<file path="config.mk">
export PLATFORM = sky130hd
export DESIGN_NAME = traffic_light_color_vote_unit_flat
export DESIGN_NICKNAME = d
export VERILOG_FILES = /design/src/hw/rtl/tlcv_pkg.sv /design/src/hw/rtl/tlcv_if.sv /design/src/hw/rtl/traffic_light_color_vote_unit.sv /design/src/hw/rtl/tlcv_cfg.sv /design/src/hw/rtl/tlcv_ctrl.sv /design/src/hw/rtl/tlcv_dp.sv /design/src/flat_wrapper.sv
export SDC_FILE = /design/constraint.sdc
export NUM_CORES = 2
export LEC_CHECK = 0
export BUFFER_PORTS_ARGS = -buffer_cell sky130_fd_sc_hd__buf_2
export CORE_UTILIZATION = 40
export CTS_CLUSTER_SIZE = 8
export DETAILED_ROUTE_END_ITERATION = 8
export MAX_ROUTING_LAYER = met4
export REMOVE_ABC_BUFFERS = 1
export SYNTH_ARGS = -nofsm -noshare
export SYNTH_HDL_FRONTEND = slang
export SYNTH_SLANG_ARGS = --single-unit
</file>
<file path="constraint.sdc">
create_clock -name clk -period 8.1 [get_ports clk]
set_input_delay 0.81 -clock clk [delete_from_list [all_inputs] [get_ports clk]]
set_output_delay 0.81 -clock clk [all_outputs]
set_load 0.01 [all_outputs]
</file>
<file path="src/hw/rtl/tlcv_pkg.sv">
// Shared types, register codes and reset values of the traffic light color vote unit.
package tlcv_pkg;

  // Output average width is fixed by the result format
  localparam int AVG_W      = 23;
  localparam int CFG_IDX_W  = 3;
  localparam int CFG_DATA_W = 8;

  // Register indexes
  localparam logic [CFG_IDX_W-1:0] REG_WINDOW_LEN    = 3'd0;
  localparam logic [CFG_IDX_W-1:0] REG_RED_HUE_MAX   = 3'd1;
  localparam logic [CFG_IDX_W-1:0] REG_GREEN_HUE_MIN = 3'd2;
  localparam logic [CFG_IDX_W-1:0] REG_GREEN_HUE_MAX = 3'd3;
  localparam logic [CFG_IDX_W-1:0] REG_SAT_MIN       = 3'd4;
  localparam logic [CFG_IDX_W-1:0] REG_VAL_MIN       = 3'd5;
  localparam logic [CFG_IDX_W-1:0] REG_RED_WEIGHT    = 3'd6;

  // Register reset values
  localparam logic [5:0] WINDOW_LEN_RST    = 6'd20;
  localparam logic [7:0] RED_HUE_MAX_RST   = 8'd10;
  localparam logic [7:0] GREEN_HUE_MIN_RST = 8'd40;
  localparam logic [7:0] GREEN_HUE_MAX_RST = 8'd80;
  localparam logic [7:0] SAT_MIN_RST       = 8'd100;
  localparam logic [7:0] VAL_MIN_RST       = 8'd100;
  localparam logic [3:0] RED_WEIGHT_RST    = 4'd6;

  typedef struct packed {
    logic [5:0] window_len;
    logic [7:0] red_hue_max;
    logic [7:0] green_hue_min;
    logic [7:0] green_hue_max;
    logic [7:0] sat_min;
    logic [7:0] val_min;
    logic [3:0] red_weight;
  } cfg_t;

  // Commands from the controller to the datapath
  typedef struct packed {
    logic count_en;    // classify and count the accepted pixel
    logic rd_oldest;   // read the oldest history entry
    logic evict;       // drop the entry just read from the sums
    logic write_hist;  // push the box counts into the history
    logic div_load;    // load the serial dividers
    logic div_step;    // one quotient bit
    logic out_load;    // capture the result
  } dp_cmd_t;

  // Status from the datapath to the controller
  typedef struct packed {
    logic evict_needed;  // window already holds as many entries as allowed
  } dp_status_t;

endpackage

</file>
<file path="src/hw/rtl/tlcv_if.sv">
// Pixel and result stream interfaces of the traffic light color vote unit.
interface tlcv_pixel_if import tlcv_pkg::*; ();
  logic       valid;
  logic       ready;
  logic [7:0] hue;
  logic [7:0] saturation;
  logic [7:0] brightness;
  logic       last_pixel;

  modport source (output valid, output hue, output saturation, output brightness,
                  output last_pixel, input ready);
  modport sink   (input valid, input hue, input saturation, input brightness,
                  input last_pixel, output ready);
endinterface

interface tlcv_result_if import tlcv_pkg::*; ();
  logic             valid;
  logic             ready;
  logic             is_red;
  logic [AVG_W-1:0] avg_red;
  logic [AVG_W-1:0] avg_green;

  modport source (output valid, output is_red, output avg_red, output avg_green,
                  input ready);
  modport sink   (input valid, input is_red, input avg_red, input avg_green,
                  output ready);
endinterface

</file>
<file path="src/hw/rtl/traffic_light_color_vote_unit.sv">
// Top level of the traffic light color vote unit: config, controller and datapath.
//
//  channel  | direction | handshake       | payload
//  ---------+-----------+-----------------+-----------------------------------------
//  in_pix   | sink      | valid / ready   | hue, saturation, brightness, last_pixel
//  out_res  | source    | valid / ready   | is_red, avg_red, avg_green
//  cfg_*    | sink      | cfg_wr_en only  | cfg_index, cfg_data
//
// A pixel without last_pixel is counted as it is taken. A last pixel is counted, the window
// checked, at most one oldest entry evicted, the counts pushed and the bit-serial dividers run
// over SUM_W = COUNT_BITS + clog2(MAX_WINDOW+1) bits (29 by default) for both averages.
// Reset is synchronous and active low; no clearing pass is needed.
// A result waits in the output register while pixels of the next box are taken; a box
// end holds in_pix beyond these steps only while the previous result has not been taken.
module traffic_light_color_vote_unit import tlcv_pkg::*; #(
  parameter int MAX_WINDOW = 32,
  parameter int COUNT_BITS = 23
) (
  input  logic                  clk,
  input  logic                  rst_n,
  input  logic                  cfg_wr_en,
  input  logic [CFG_IDX_W-1:0]  cfg_index,
  input  logic [CFG_DATA_W-1:0] cfg_data,
  tlcv_pixel_if.sink            in_pix,
  tlcv_result_if.source         out_res
);

  localparam int FILL_W = $clog2(MAX_WINDOW + 1);
  localparam int SUM_W  = COUNT_BITS + FILL_W;

  cfg_t       cfg;
  logic       hist_clear;
  dp_cmd_t    cmd;
  dp_status_t status;
  logic       in_ready;
  logic       out_valid;

  tlcv_cfg u_cfg (
    .clk        (clk),
    .rst_n      (rst_n),
    .cfg_wr_en  (cfg_wr_en),
    .cfg_index  (cfg_index),
    .cfg_data   (cfg_data),
    .cfg        (cfg),
    .hist_clear (hist_clear)
  );

  tlcv_ctrl #(
    .SUM_W (SUM_W)
  ) u_ctrl (
    .clk       (clk),
    .rst_n     (rst_n),
    .in_valid  (in_pix.valid),
    .in_last   (in_pix.last_pixel),
    .in_ready  (in_ready),
    .out_ready (out_res.ready),
    .out_valid (out_valid),
    .status    (status),
    .cmd       (cmd)
  );

  tlcv_dp #(
    .MAX_WINDOW (MAX_WINDOW),
    .COUNT_BITS (COUNT_BITS)
  ) u_dp (
    .clk        (clk),
    .rst_n      (rst_n),
    .cfg        (cfg),
    .hist_clear (hist_clear),
    .hue        (in_pix.hue),
    .saturation (in_pix.saturation),
    .brightness (in_pix.brightness),
    .cmd        (cmd),
    .status     (status),
    .is_red     (out_res.is_red),
    .avg_red    (out_res.avg_red),
    .avg_green  (out_res.avg_green)
  );

  assign in_pix.ready  = in_ready;
  assign out_res.valid = out_valid;

  // No pixel beat is taken while the dividers run
  a_no_accept_in_div: assert property (@(posedge clk) disable iff (!rst_n)
    cmd.div_step |-> !in_pix.ready)
    else $error("pixel accepted during division");

  // A history push is followed by a divider load
  a_write_then_load: assert property (@(posedge clk) disable iff (!rst_n)
    cmd.write_hist |=> cmd.div_load)
    else $error("divider not loaded after history write");

  // An eviction uses the entry read in the cycle before
  a_evict_after_read: assert property (@(posedge clk) disable iff (!rst_n)
    cmd.evict |-> $past(cmd.rd_oldest))
    else $error("eviction without history read");

  // A result beat only appears after a result capture
  a_valid_after_load: assert property (@(posedge clk) disable iff (!rst_n)
    $rose(out_res.valid) |-> $past(cmd.out_load))
    else $error("result valid without capture");

endmodule

</file>
<file path="src/hw/rtl/tlcv_cfg.sv">
// Configuration register file of the traffic light color vote unit.
module tlcv_cfg import tlcv_pkg::*; (
  input  logic                  clk,
  input  logic                  rst_n,
  input  logic                  cfg_wr_en,
  input  logic [CFG_IDX_W-1:0]  cfg_index,
  input  logic [CFG_DATA_W-1:0] cfg_data,
  output cfg_t                  cfg,
  output logic                  hist_clear
);

  cfg_t cfg_r;

  // Write the addressed register; unknown indexes are dropped
  always_ff @(posedge clk) begin
    if (!rst_n) begin
      cfg_r.window_len    <= WINDOW_LEN_RST;
      cfg_r.red_hue_max   <= RED_HUE_MAX_RST;
      cfg_r.green_hue_min <= GREEN_HUE_MIN_RST;
      cfg_r.green_hue_max <= GREEN_HUE_MAX_RST;
      cfg_r.sat_min       <= SAT_MIN_RST;
      cfg_r.val_min       <= VAL_MIN_RST;
      cfg_r.red_weight    <= RED_WEIGHT_RST;
    end else if (cfg_wr_en) begin
      case (cfg_index)
        REG_WINDOW_LEN:    cfg_r.window_len    <= cfg_data[5:0];
        REG_RED_HUE_MAX:   cfg_r.red_hue_max   <= cfg_data;
        REG_GREEN_HUE_MIN: cfg_r.green_hue_min <= cfg_data;
        REG_GREEN_HUE_MAX: cfg_r.green_hue_max <= cfg_data;
        REG_SAT_MIN:       cfg_r.sat_min       <= cfg_data;
        REG_VAL_MIN:       cfg_r.val_min       <= cfg_data;
        REG_RED_WEIGHT:    cfg_r.red_weight    <= cfg_data[3:0];
        default: ;
      endcase
    end
  end

  assign cfg = cfg_r;

  // A new window length restarts the history
  assign hist_clear = cfg_wr_en && (cfg_index == REG_WINDOW_LEN);

endmodule

</file>
<file path="src/hw/rtl/tlcv_ctrl.sv">
// Sequencing state machine of the traffic light color vote unit.
module tlcv_ctrl import tlcv_pkg::*; #(
  parameter int SUM_W = 29
) (
  input  logic       clk,
  input  logic       rst_n,
  input  logic       in_valid,
  input  logic       in_last,
  output logic       in_ready,
  input  logic       out_ready,
  output logic       out_valid,
  input  dp_status_t status,
  output dp_cmd_t    cmd
);

  localparam int BW = $clog2(SUM_W + 1);

  localparam logic [2:0] ST_IDLE  = 3'd0;
  localparam logic [2:0] ST_CHECK = 3'd1;
  localparam logic [2:0] ST_EVICT = 3'd2;
  localparam logic [2:0] ST_LOAD  = 3'd3;
  localparam logic [2:0] ST_DIV   = 3'd4;
  localparam logic [2:0] ST_DONE  = 3'd5;

  logic [2:0]    state_r, state_nxt;
  logic [BW-1:0] bit_cnt_r, bit_cnt_nxt;
  logic          out_valid_r, out_valid_nxt;

  assign in_ready  = (state_r == ST_IDLE);
  assign out_valid = out_valid_r;

  // Next state and commands
  always_comb begin
    cmd           = '0;
    state_nxt     = state_r;
    bit_cnt_nxt   = bit_cnt_r;
    out_valid_nxt = out_valid_r && !out_ready;
    case (state_r)
      ST_IDLE: begin
        if (in_valid) begin
          cmd.count_en = 1'b1;
          if (in_last) state_nxt = ST_CHECK;
        end
      end
      ST_CHECK: begin
        if (status.evict_needed) begin
          cmd.rd_oldest = 1'b1;
          state_nxt     = ST_EVICT;
        end else begin
          cmd.write_hist = 1'b1;
          state_nxt      = ST_LOAD;
        end
      end
      ST_EVICT: begin
        cmd.evict = 1'b1;
        state_nxt = ST_CHECK;
      end
      ST_LOAD: begin
        cmd.div_load = 1'b1;
        bit_cnt_nxt  = BW'(SUM_W);
        state_nxt    = ST_DIV;
      end
      ST_DIV: begin
        cmd.div_step = 1'b1;
        bit_cnt_nxt  = bit_cnt_r - BW'(1);
        if (bit_cnt_r == BW'(1)) state_nxt = ST_DONE;
      end
      ST_DONE: begin
        // Hold the quotients until the output register is free
        if (!out_valid_r || out_ready) begin
          cmd.out_load  = 1'b1;
          out_valid_nxt = 1'b1;
          state_nxt     = ST_IDLE;
        end
      end
      default: state_nxt = ST_IDLE;
    endcase
  end

  always_ff @(posedge clk) begin
    if (!rst_n) begin
      state_r     <= ST_IDLE;
      bit_cnt_r   <= '0;
      out_valid_r <= 1'b0;
    end else begin
      state_r     <= state_nxt;
      bit_cnt_r   <= bit_cnt_nxt;
      out_valid_r <= out_valid_nxt;
    end
  end

endmodule

</file>
<file path="src/hw/rtl/tlcv_dp.sv">
// Counting, history window, serial division and result registers of the color vote.
module tlcv_dp import tlcv_pkg::*; #(
  parameter int MAX_WINDOW = 32,
  parameter int COUNT_BITS = 23
) (
  input  logic             clk,
  input  logic             rst_n,
  input  cfg_t             cfg,
  input  logic             hist_clear,
  input  logic [7:0]       hue,
  input  logic [7:0]       saturation,
  input  logic [7:0]       brightness,
  input  dp_cmd_t          cmd,
  output dp_status_t       status,
  output logic             is_red,
  output logic [AVG_W-1:0] avg_red,
  output logic [AVG_W-1:0] avg_green
);

  localparam int AW    = (MAX_WINDOW > 1) ? $clog2(MAX_WINDOW) : 1;
  localparam int FW    = $clog2(MAX_WINDOW + 1);
  localparam int OW    = $clog2(2 * MAX_WINDOW + 1);
  localparam int SUM_W = COUNT_BITS + FW;
  localparam int ENT_W = 2 * COUNT_BITS;
  localparam logic [COUNT_BITS-1:0] COUNT_MAX = {COUNT_BITS{1'b1}};

  logic [COUNT_BITS-1:0] red_cnt_r, green_cnt_r;
  logic [AW-1:0]         head_r;
  logic [FW-1:0]         fill_r;
  logic [SUM_W-1:0]      red_sum_r, green_sum_r;
  logic [ENT_W-1:0]      hist_mem [MAX_WINDOW];
  logic [ENT_W-1:0]      rd_data_r;
  logic [SUM_W-1:0]      q_red_r, q_green_r;
  logic [FW-1:0]         rem_red_r, rem_green_r;
  logic                  is_red_r;
  logic [AVG_W-1:0]      avg_red_r, avg_green_r;

  // One restoring division step: returns {quotient bit, new remainder}
  function automatic logic [FW:0] div_bit(input logic [FW-1:0] rem,
                                          input logic          msb,
                                          input logic [FW-1:0] dvsr);
    logic [FW:0] shifted;
    logic [FW:0] diff;
    shifted = {rem, msb};
    diff    = shifted - {1'b0, dvsr};
    if (shifted >= {1'b0, dvsr}) div_bit = {1'b1, diff[FW-1:0]};
    else                         div_bit = {1'b0, shifted[FW-1:0]};
  endfunction

  // Pixel classification
  logic colored, red_pix, green_pix;
  assign colored   = (saturation >= cfg.sat_min) && (brightness >= cfg.val_min);
  assign red_pix   = colored && (hue <= cfg.red_hue_max);
  assign green_pix = colored && !red_pix && (hue >= cfg.green_hue_min) &&
                     (hue <= cfg.green_hue_max);

  // Saturating count updates
  logic [COUNT_BITS:0]   red_add;
  logic [COUNT_BITS-1:0] red_sat, green_sat;
  assign red_add   = {1'b0, red_cnt_r} + (COUNT_BITS + 1)'(cfg.red_weight);
  assign red_sat   = red_add[COUNT_BITS] ? COUNT_MAX : red_add[COUNT_BITS-1:0];
  assign green_sat = (green_cnt_r == COUNT_MAX) ? COUNT_MAX : green_cnt_r + 1'b1;

  // Clamp the window length to one .. MAX_WINDOW
  logic [FW-1:0] len_eff;
  always_comb begin
    if (cfg.window_len == '0)                 len_eff = FW'(1);
    else if (32'(cfg.window_len) > MAX_WINDOW) len_eff = FW'(MAX_WINDOW);
    else                                      len_eff = FW'(cfg.window_len);
  end

  assign status.evict_needed = (fill_r >= len_eff);

  // Oldest slot is head minus fill, modulo the ring size
  logic [OW-1:0] old_raw, old_mod;
  logic [AW-1:0] old_slot;
  assign old_raw  = OW'(head_r) + OW'(MAX_WINDOW) - OW'(fill_r);
  assign old_mod  = (old_raw >= OW'(MAX_WINDOW)) ? old_raw - OW'(MAX_WINDOW) : old_raw;
  assign old_slot = old_mod[AW-1:0];

  logic [AW-1:0] head_nxt;
  assign head_nxt = (head_r == AW'(MAX_WINDOW - 1)) ? '0 : head_r + 1'b1;

  // History ring: red count in the upper half, green in the lower
  always_ff @(posedge clk) begin
    if (cmd.write_hist) hist_mem[head_r] <= {red_cnt_r, green_cnt_r};
    if (cmd.rd_oldest)  rd_data_r <= hist_mem[old_slot];
  end

  // Box counts, ring pointers and window sums
  always_ff @(posedge clk) begin
    if (!rst_n) begin
      red_cnt_r   <= '0;
      green_cnt_r <= '0;
      head_r      <= '0;
      fill_r      <= '0;
      red_sum_r   <= '0;
      green_sum_r <= '0;
    end else begin
      if (cmd.count_en) begin
        if (red_pix)        red_cnt_r   <= red_sat;
        else if (green_pix) green_cnt_r <= green_sat;
      end
      if (cmd.write_hist) begin
        red_cnt_r   <= '0;
        green_cnt_r <= '0;
      end
      if (hist_clear) begin
        head_r      <= '0;
        fill_r      <= '0;
        red_sum_r   <= '0;
        green_sum_r <= '0;
      end else if (cmd.evict) begin
        red_sum_r   <= red_sum_r - SUM_W'(rd_data_r[ENT_W-1:COUNT_BITS]);
        green_sum_r <= green_sum_r - SUM_W'(rd_data_r[COUNT_BITS-1:0]);
        fill_r      <= fill_r - 1'b1;
      end else if (cmd.write_hist) begin
        red_sum_r   <= red_sum_r + SUM_W'(red_cnt_r);
        green_sum_r <= green_sum_r + SUM_W'(green_cnt_r);
        head_r      <= head_nxt;
        fill_r      <= fill_r + 1'b1;
      end
    end
  end

  // Two serial dividers sharing the fill count as divisor
  logic [FW:0] step_red, step_green;
  assign step_red   = div_bit(rem_red_r, q_red_r[SUM_W-1], fill_r);
  assign step_green = div_bit(rem_green_r, q_green_r[SUM_W-1], fill_r);

  always_ff @(posedge clk) begin
    if (cmd.div_load) begin
      q_red_r     <= red_sum_r;
      q_green_r   <= green_sum_r;
      rem_red_r   <= '0;
      rem_green_r <= '0;
    end else if (cmd.div_step) begin
      q_red_r     <= {q_red_r[SUM_W-2:0], step_red[FW]};
      q_green_r   <= {q_green_r[SUM_W-2:0], step_green[FW]};
      rem_red_r   <= step_red[FW-1:0];
      rem_green_r <= step_green[FW-1:0];
    end
  end

  // Result register: compare on full quotients, report the low bits
  always_ff @(posedge clk) begin
    if (cmd.out_load) begin
      is_red_r    <= (q_red_r > q_green_r);
      avg_red_r   <= AVG_W'(q_red_r);
      avg_green_r <= AVG_W'(q_green_r);
    end
  end

  assign is_red    = is_red_r;
  assign avg_red   = avg_red_r;
  assign avg_green = avg_green_r;

endmodule

</file>
<file path="src/flat_wrapper.sv">
// flat-port wrapper written by rule: the top's interface ports become plain ports
module traffic_light_color_vote_unit_flat import tlcv_pkg::*;
#(
  parameter int MAX_WINDOW = 32,
  parameter int COUNT_BITS = 23
)
  (clk, rst_n, cfg_wr_en, cfg_index, cfg_data, in_pix_valid, in_pix_hue, in_pix_saturation, in_pix_brightness, in_pix_last_pixel, in_pix_ready, out_res_valid, out_res_is_red, out_res_avg_red, out_res_avg_green, out_res_ready);
  tlcv_pixel_if in_pix_i ();
  tlcv_result_if out_res_i ();
  input  logic clk;
  input  logic rst_n;
  input  logic cfg_wr_en;
  input  logic [CFG_IDX_W-1:0] cfg_index;
  input  logic [CFG_DATA_W-1:0] cfg_data;
  input wire logic [$bits(in_pix_i.valid)-1:0] in_pix_valid;
  input wire logic [$bits(in_pix_i.hue)-1:0] in_pix_hue;
  input wire logic [$bits(in_pix_i.saturation)-1:0] in_pix_saturation;
  input wire logic [$bits(in_pix_i.brightness)-1:0] in_pix_brightness;
  input wire logic [$bits(in_pix_i.last_pixel)-1:0] in_pix_last_pixel;
  output wire logic [$bits(in_pix_i.ready)-1:0] in_pix_ready;
  output wire logic [$bits(out_res_i.valid)-1:0] out_res_valid;
  output wire logic [$bits(out_res_i.is_red)-1:0] out_res_is_red;
  output wire logic [$bits(out_res_i.avg_red)-1:0] out_res_avg_red;
  output wire logic [$bits(out_res_i.avg_green)-1:0] out_res_avg_green;
  input wire logic [$bits(out_res_i.ready)-1:0] out_res_ready;
  assign in_pix_i.valid = in_pix_valid;
  assign in_pix_i.hue = in_pix_hue;
  assign in_pix_i.saturation = in_pix_saturation;
  assign in_pix_i.brightness = in_pix_brightness;
  assign in_pix_i.last_pixel = in_pix_last_pixel;
  assign in_pix_ready = in_pix_i.ready;
  assign out_res_valid = out_res_i.valid;
  assign out_res_is_red = out_res_i.is_red;
  assign out_res_avg_red = out_res_i.avg_red;
  assign out_res_avg_green = out_res_i.avg_green;
  assign out_res_i.ready = out_res_ready;
  traffic_light_color_vote_unit #(.MAX_WINDOW(MAX_WINDOW), .COUNT_BITS(COUNT_BITS)) u_core (.clk(clk), .rst_n(rst_n), .cfg_wr_en(cfg_wr_en), .cfg_index(cfg_index), .cfg_data(cfg_data), .in_pix(in_pix_i), .out_res(out_res_i));
endmodule
</file>
==> impl_metrics.json <==
{
  "yosys_register_bits": 1809,
  "syn_avg_cell_area_um2": 15.3,
  "maxCapViolCount": 0,
  "hold_path_class": "in2reg",
  "hpwl_mm": 114,
  "gp_congestion": 0.866,
  "final_hold_viol_count": 0,
  "clk_latency_ps": 910,
  "setup_ws_ps": 2810,
  "max-vdd-ir-drop_v": 0.000285,
  "drt-initial-drc-count": 4988,
  "wl_per_cell_um": 26.4,
  "failed_checks": "DRC",
  "synth_compound_area_share_pct": 4.56,
  "viasPerCell": 5.71,
  "cts.htree.levels": 5,
  "fin_nets": 5391,
  "synthAdderAreaFrac_pct": 2.91,
  "port_buffers": 89,
  "ctsHoldBuffers": 0,
  "worst_slew_pin_slew_ps": 1300,
  "grt_antenna_before_repair": 5,
  "die-area_um2": 191000,
  "mostFrequentLayoutCells": "1623 x edfxtp_1, 822 x nand2_1, 368 x mux4_2",
  "cp.arrival_ps": 5790,
  "path_class": "reg2reg",
  "yosys_warnings": 0,
  "ioPinCount": 90,
  "row_count": 159,
  "seq_area_um2": 52500,
  "setup_viol": 0,
  "ys_seq_area_share_pct": 69.3,
  "p_leak_nw": 30.1,
  "place_ws_ps": 2890,
  "rsz0062_at_grt": "false",
  "worstPathRequired_ps": 8590,
  "async_flop_share_pct": 0,
  "ys.flop_type": "edfxtp_1",
  "cts.repair.resized": 0,
  "final_common_cell": "edfxtp_1",
  "cts_tree": "built",
  "die_w_um": 437,
  "vias": 44197,
  "final_core_util_pct": 46.3,
  "clk_pin_slew_worst_paths_ps": 50,
  "synthMuxAreaShare_pct": 11.1,
  "grt_pass1_vias": 43322,
  "path_max_fanout": 25,
  "drt-total-wl_mm": 204,
  "synthToLayoutAreaGrowth_pct": 15.0,
  "synth-edff-count": 1623,
  "drive_gt1_share_pct": 18.0,
  "outcome": "complete, but fails checks",
  "timing.fmax_mhz": 189,
  "drt_drc_violations_left": 60,
  "fill_cells": 16040,
  "root_buffer": "clkbuf_16",
  "drv_slew": 0,
  "dr.pass1.iters": 7,
  "skew_ps": 45.3,
  "grt_pass1_wl_mm": 299,
  "yosys.area_share.simple_pct": 8.84,
  "fin_crit_ps": 5290,
  "final_area_um2": 87100,
  "max-slew-margin-rel_pct": 13.0,
  "start_util_pct": 40.3,
  "post_cts_buffers": 0,
  "syn_inst": 4941,
  "ant_nets": 0,
  "yosysUniqueCellTypes": 71,
  "p_per_area_nw_per_um2": 307,
  "clk_path_buf_depth": 4,
  "syn-cell-area_um2": 75700,
  "cp-end-kind": "flop",
  "core-area_um2": 188000,
  "synth_top_family_by_area": "multiplexers",
  "synth-xor-area-share_pct": 1.32,
  "fin_crit_sh_pct": 65.4,
  "multiInputGateArea_um2": 22100,
  "grt.total_usage_pct": 21.9,
  "crit_path_start_kind": "flop",
  "placed_cell_area_um2": 79700,
  "overflow": 0,
  "grt_max_degree": 94,
  "cts_buffers": 276,
  "cts_sinks": 1809,
  "die_y_um": 437
}
-- final cells by class --
type	instances	area share, %
Sequential cell	1809	60.2
Multi-Input combinational cell	2746	25.4
Inverter	129	0.556
Clock buffer	333	8.37
Antenna cell	8	0.0230
Tap cell	2495	3.58
Clock inverter	6	0.0589
Timing Repair Buffer	216	1.75
-- worst max-delay path: stages, from the launching register on --
cell      delay (ps)
dfxtp_1          330
nor4_1           340
nor2_1            70
nor2_1           120
ha_1             240
nand2b_1         140
a21o_1           180
a21oi_1          130
o21a_1           340
nor2b_1          610
nand2_1          660
nor2_4          1090
buf_4            590
-- cell usage after synthesis, drive strengths merged, types with 5 or more instances --
master / number / share of area, %
nor4: 24 / 0.25
dfxtp: 186 / 4.9
nand2b: 22 / 0.18
or3: 11 / 0.091
xor2: 35 / 0.40
buf: 80 / 0.44
or4: 5 / 0.055
a211o: 6 / 0.069
nand3b: 6 / 0.059
edfxtp: 1623 / 64
nand3: 295 / 2.0
o211ai: 19 / 0.19
xnor2: 79 / 0.91
mux2i: 13 / 0.17
o21ai: 181 / 1.2
mux4: 368 / 11
o22ai: 6 / 0.050
a311oi: 5 / 0.058
a211oi: 23 / 0.23
nor3: 55 / 0.36
clkbuf: 177 / 0.88
ha: 165 / 2.7
or2: 5 / 0.041
a31oi: 18 / 0.15
o21a: 14 / 0.14
a21boi: 36 / 0.36
fa: 7 / 0.19
and2: 9 / 0.074
o41ai: 5 / 0.058
o31a: 5 / 0.058
nor2b: 23 / 0.19
a21o: 43 / 0.43
nor4b: 5 / 0.058
nand4: 31 / 0.26
o21bai: 9 / 0.089
nand2: 825 / 4.1
a21oi: 165 / 1.1
nand4b: 5 / 0.058
nor2: 150 / 0.75
inv: 129 / 0.64
o31ai: 9 / 0.11
and3: 27 / 0.22
-- power breakdown --
group | internal (mW) | switching (mW) | total (mW) | leakage [nW]
sequential | 10.3 | 0.174 | 10.5 | 16.8
clock | 6.20 | 3.79 | 9.99 | 3.58
combinational | 2.43 | 3.78 | 6.21 | 9.71
-- logic make-up after synthesis --
kind of cell	after synthesis
compound gates	568
xor+xnor	114
fa+ha+maj	172
buf+inv	386
flops	1809
mux	382
simple gates	1510
-- final timing paths --
check	slack, ps	startpoint	to	cells after the start
setup / recovery	2810	u_core.u_cfg.cfg[45]$_SDFFE_PN0P_	u_core.u_dp.hist_mem[19][33]$_DFFE_PP_	12
hold reg to reg	430	u_core.u_dp.q_green_r[7]$_DFFE_PP_	u_core.u_dp.avg_green[7]$_DFFE_PP_	0
setup reg to reg	2810	u_core.u_cfg.cfg[45]$_SDFFE_PN0P_	u_core.u_dp.hist_mem[19][33]$_DFFE_PP_	12
hold / removal	230	cfg_data[7]	u_core.u_cfg.cfg[43]$_SDFFE_PN0P_	3
-- routing by layer --
metal / up-vias / track usage (%) / wire length, um
met1: 22875 / 29.8 / 86900
met3: 319 / 3.52 / 14200
li1: 19344 / - / -
met4: 0 / 5.90 / 5100
met5: - / - / 0
met2: 1659 / 34.3 / 98200
-- flip-flops by register name, summed over array words and instances, names as in the netlist, 5 cells and up --
register / cells
u_core.u_dp.rem_red_r: 6
u_core.u_dp.q_green_r: 29
u_core.u_dp.q_red_r: 29
u_core.u_dp.hist_mem: 1472
u_core.u_dp.green_sum_r: 29
u_core.u_dp.avg_red: 23
u_core.u_dp.head_r: 5
u_core.u_ctrl.bit_cnt_r: 5
u_core.u_dp.red_cnt_r: 23
u_core.u_dp.avg_green: 23
u_core.u_dp.fill_r: 6
u_core.u_dp.rd_data_r: 46
u_core.u_dp.rem_green_r: 6
u_core.u_dp.red_sum_r: 29
u_core.u_cfg.cfg: 50
u_core.u_dp.green_cnt_r: 23
-- metrics by stage --
| step | cells | total power, mW | setup TNS, ps | hold WS (ps) |
|---|---|---|---|---|
| floorplan | 4684 | 16.3 | -360560 | 426 |
| global placement | 7395 | 16.9 | 0 | 432 |
| detailed placement | 7395 | 16.9 | 0 | 439 |
| CTS | 7734 | 26.9 | 0 | 159 |
| global route | 7735 | 27.8 | 0 | 226 |
| finish | 7742 | 26.7 | 0 | 229 |
(Power assumes the default switching activity.)
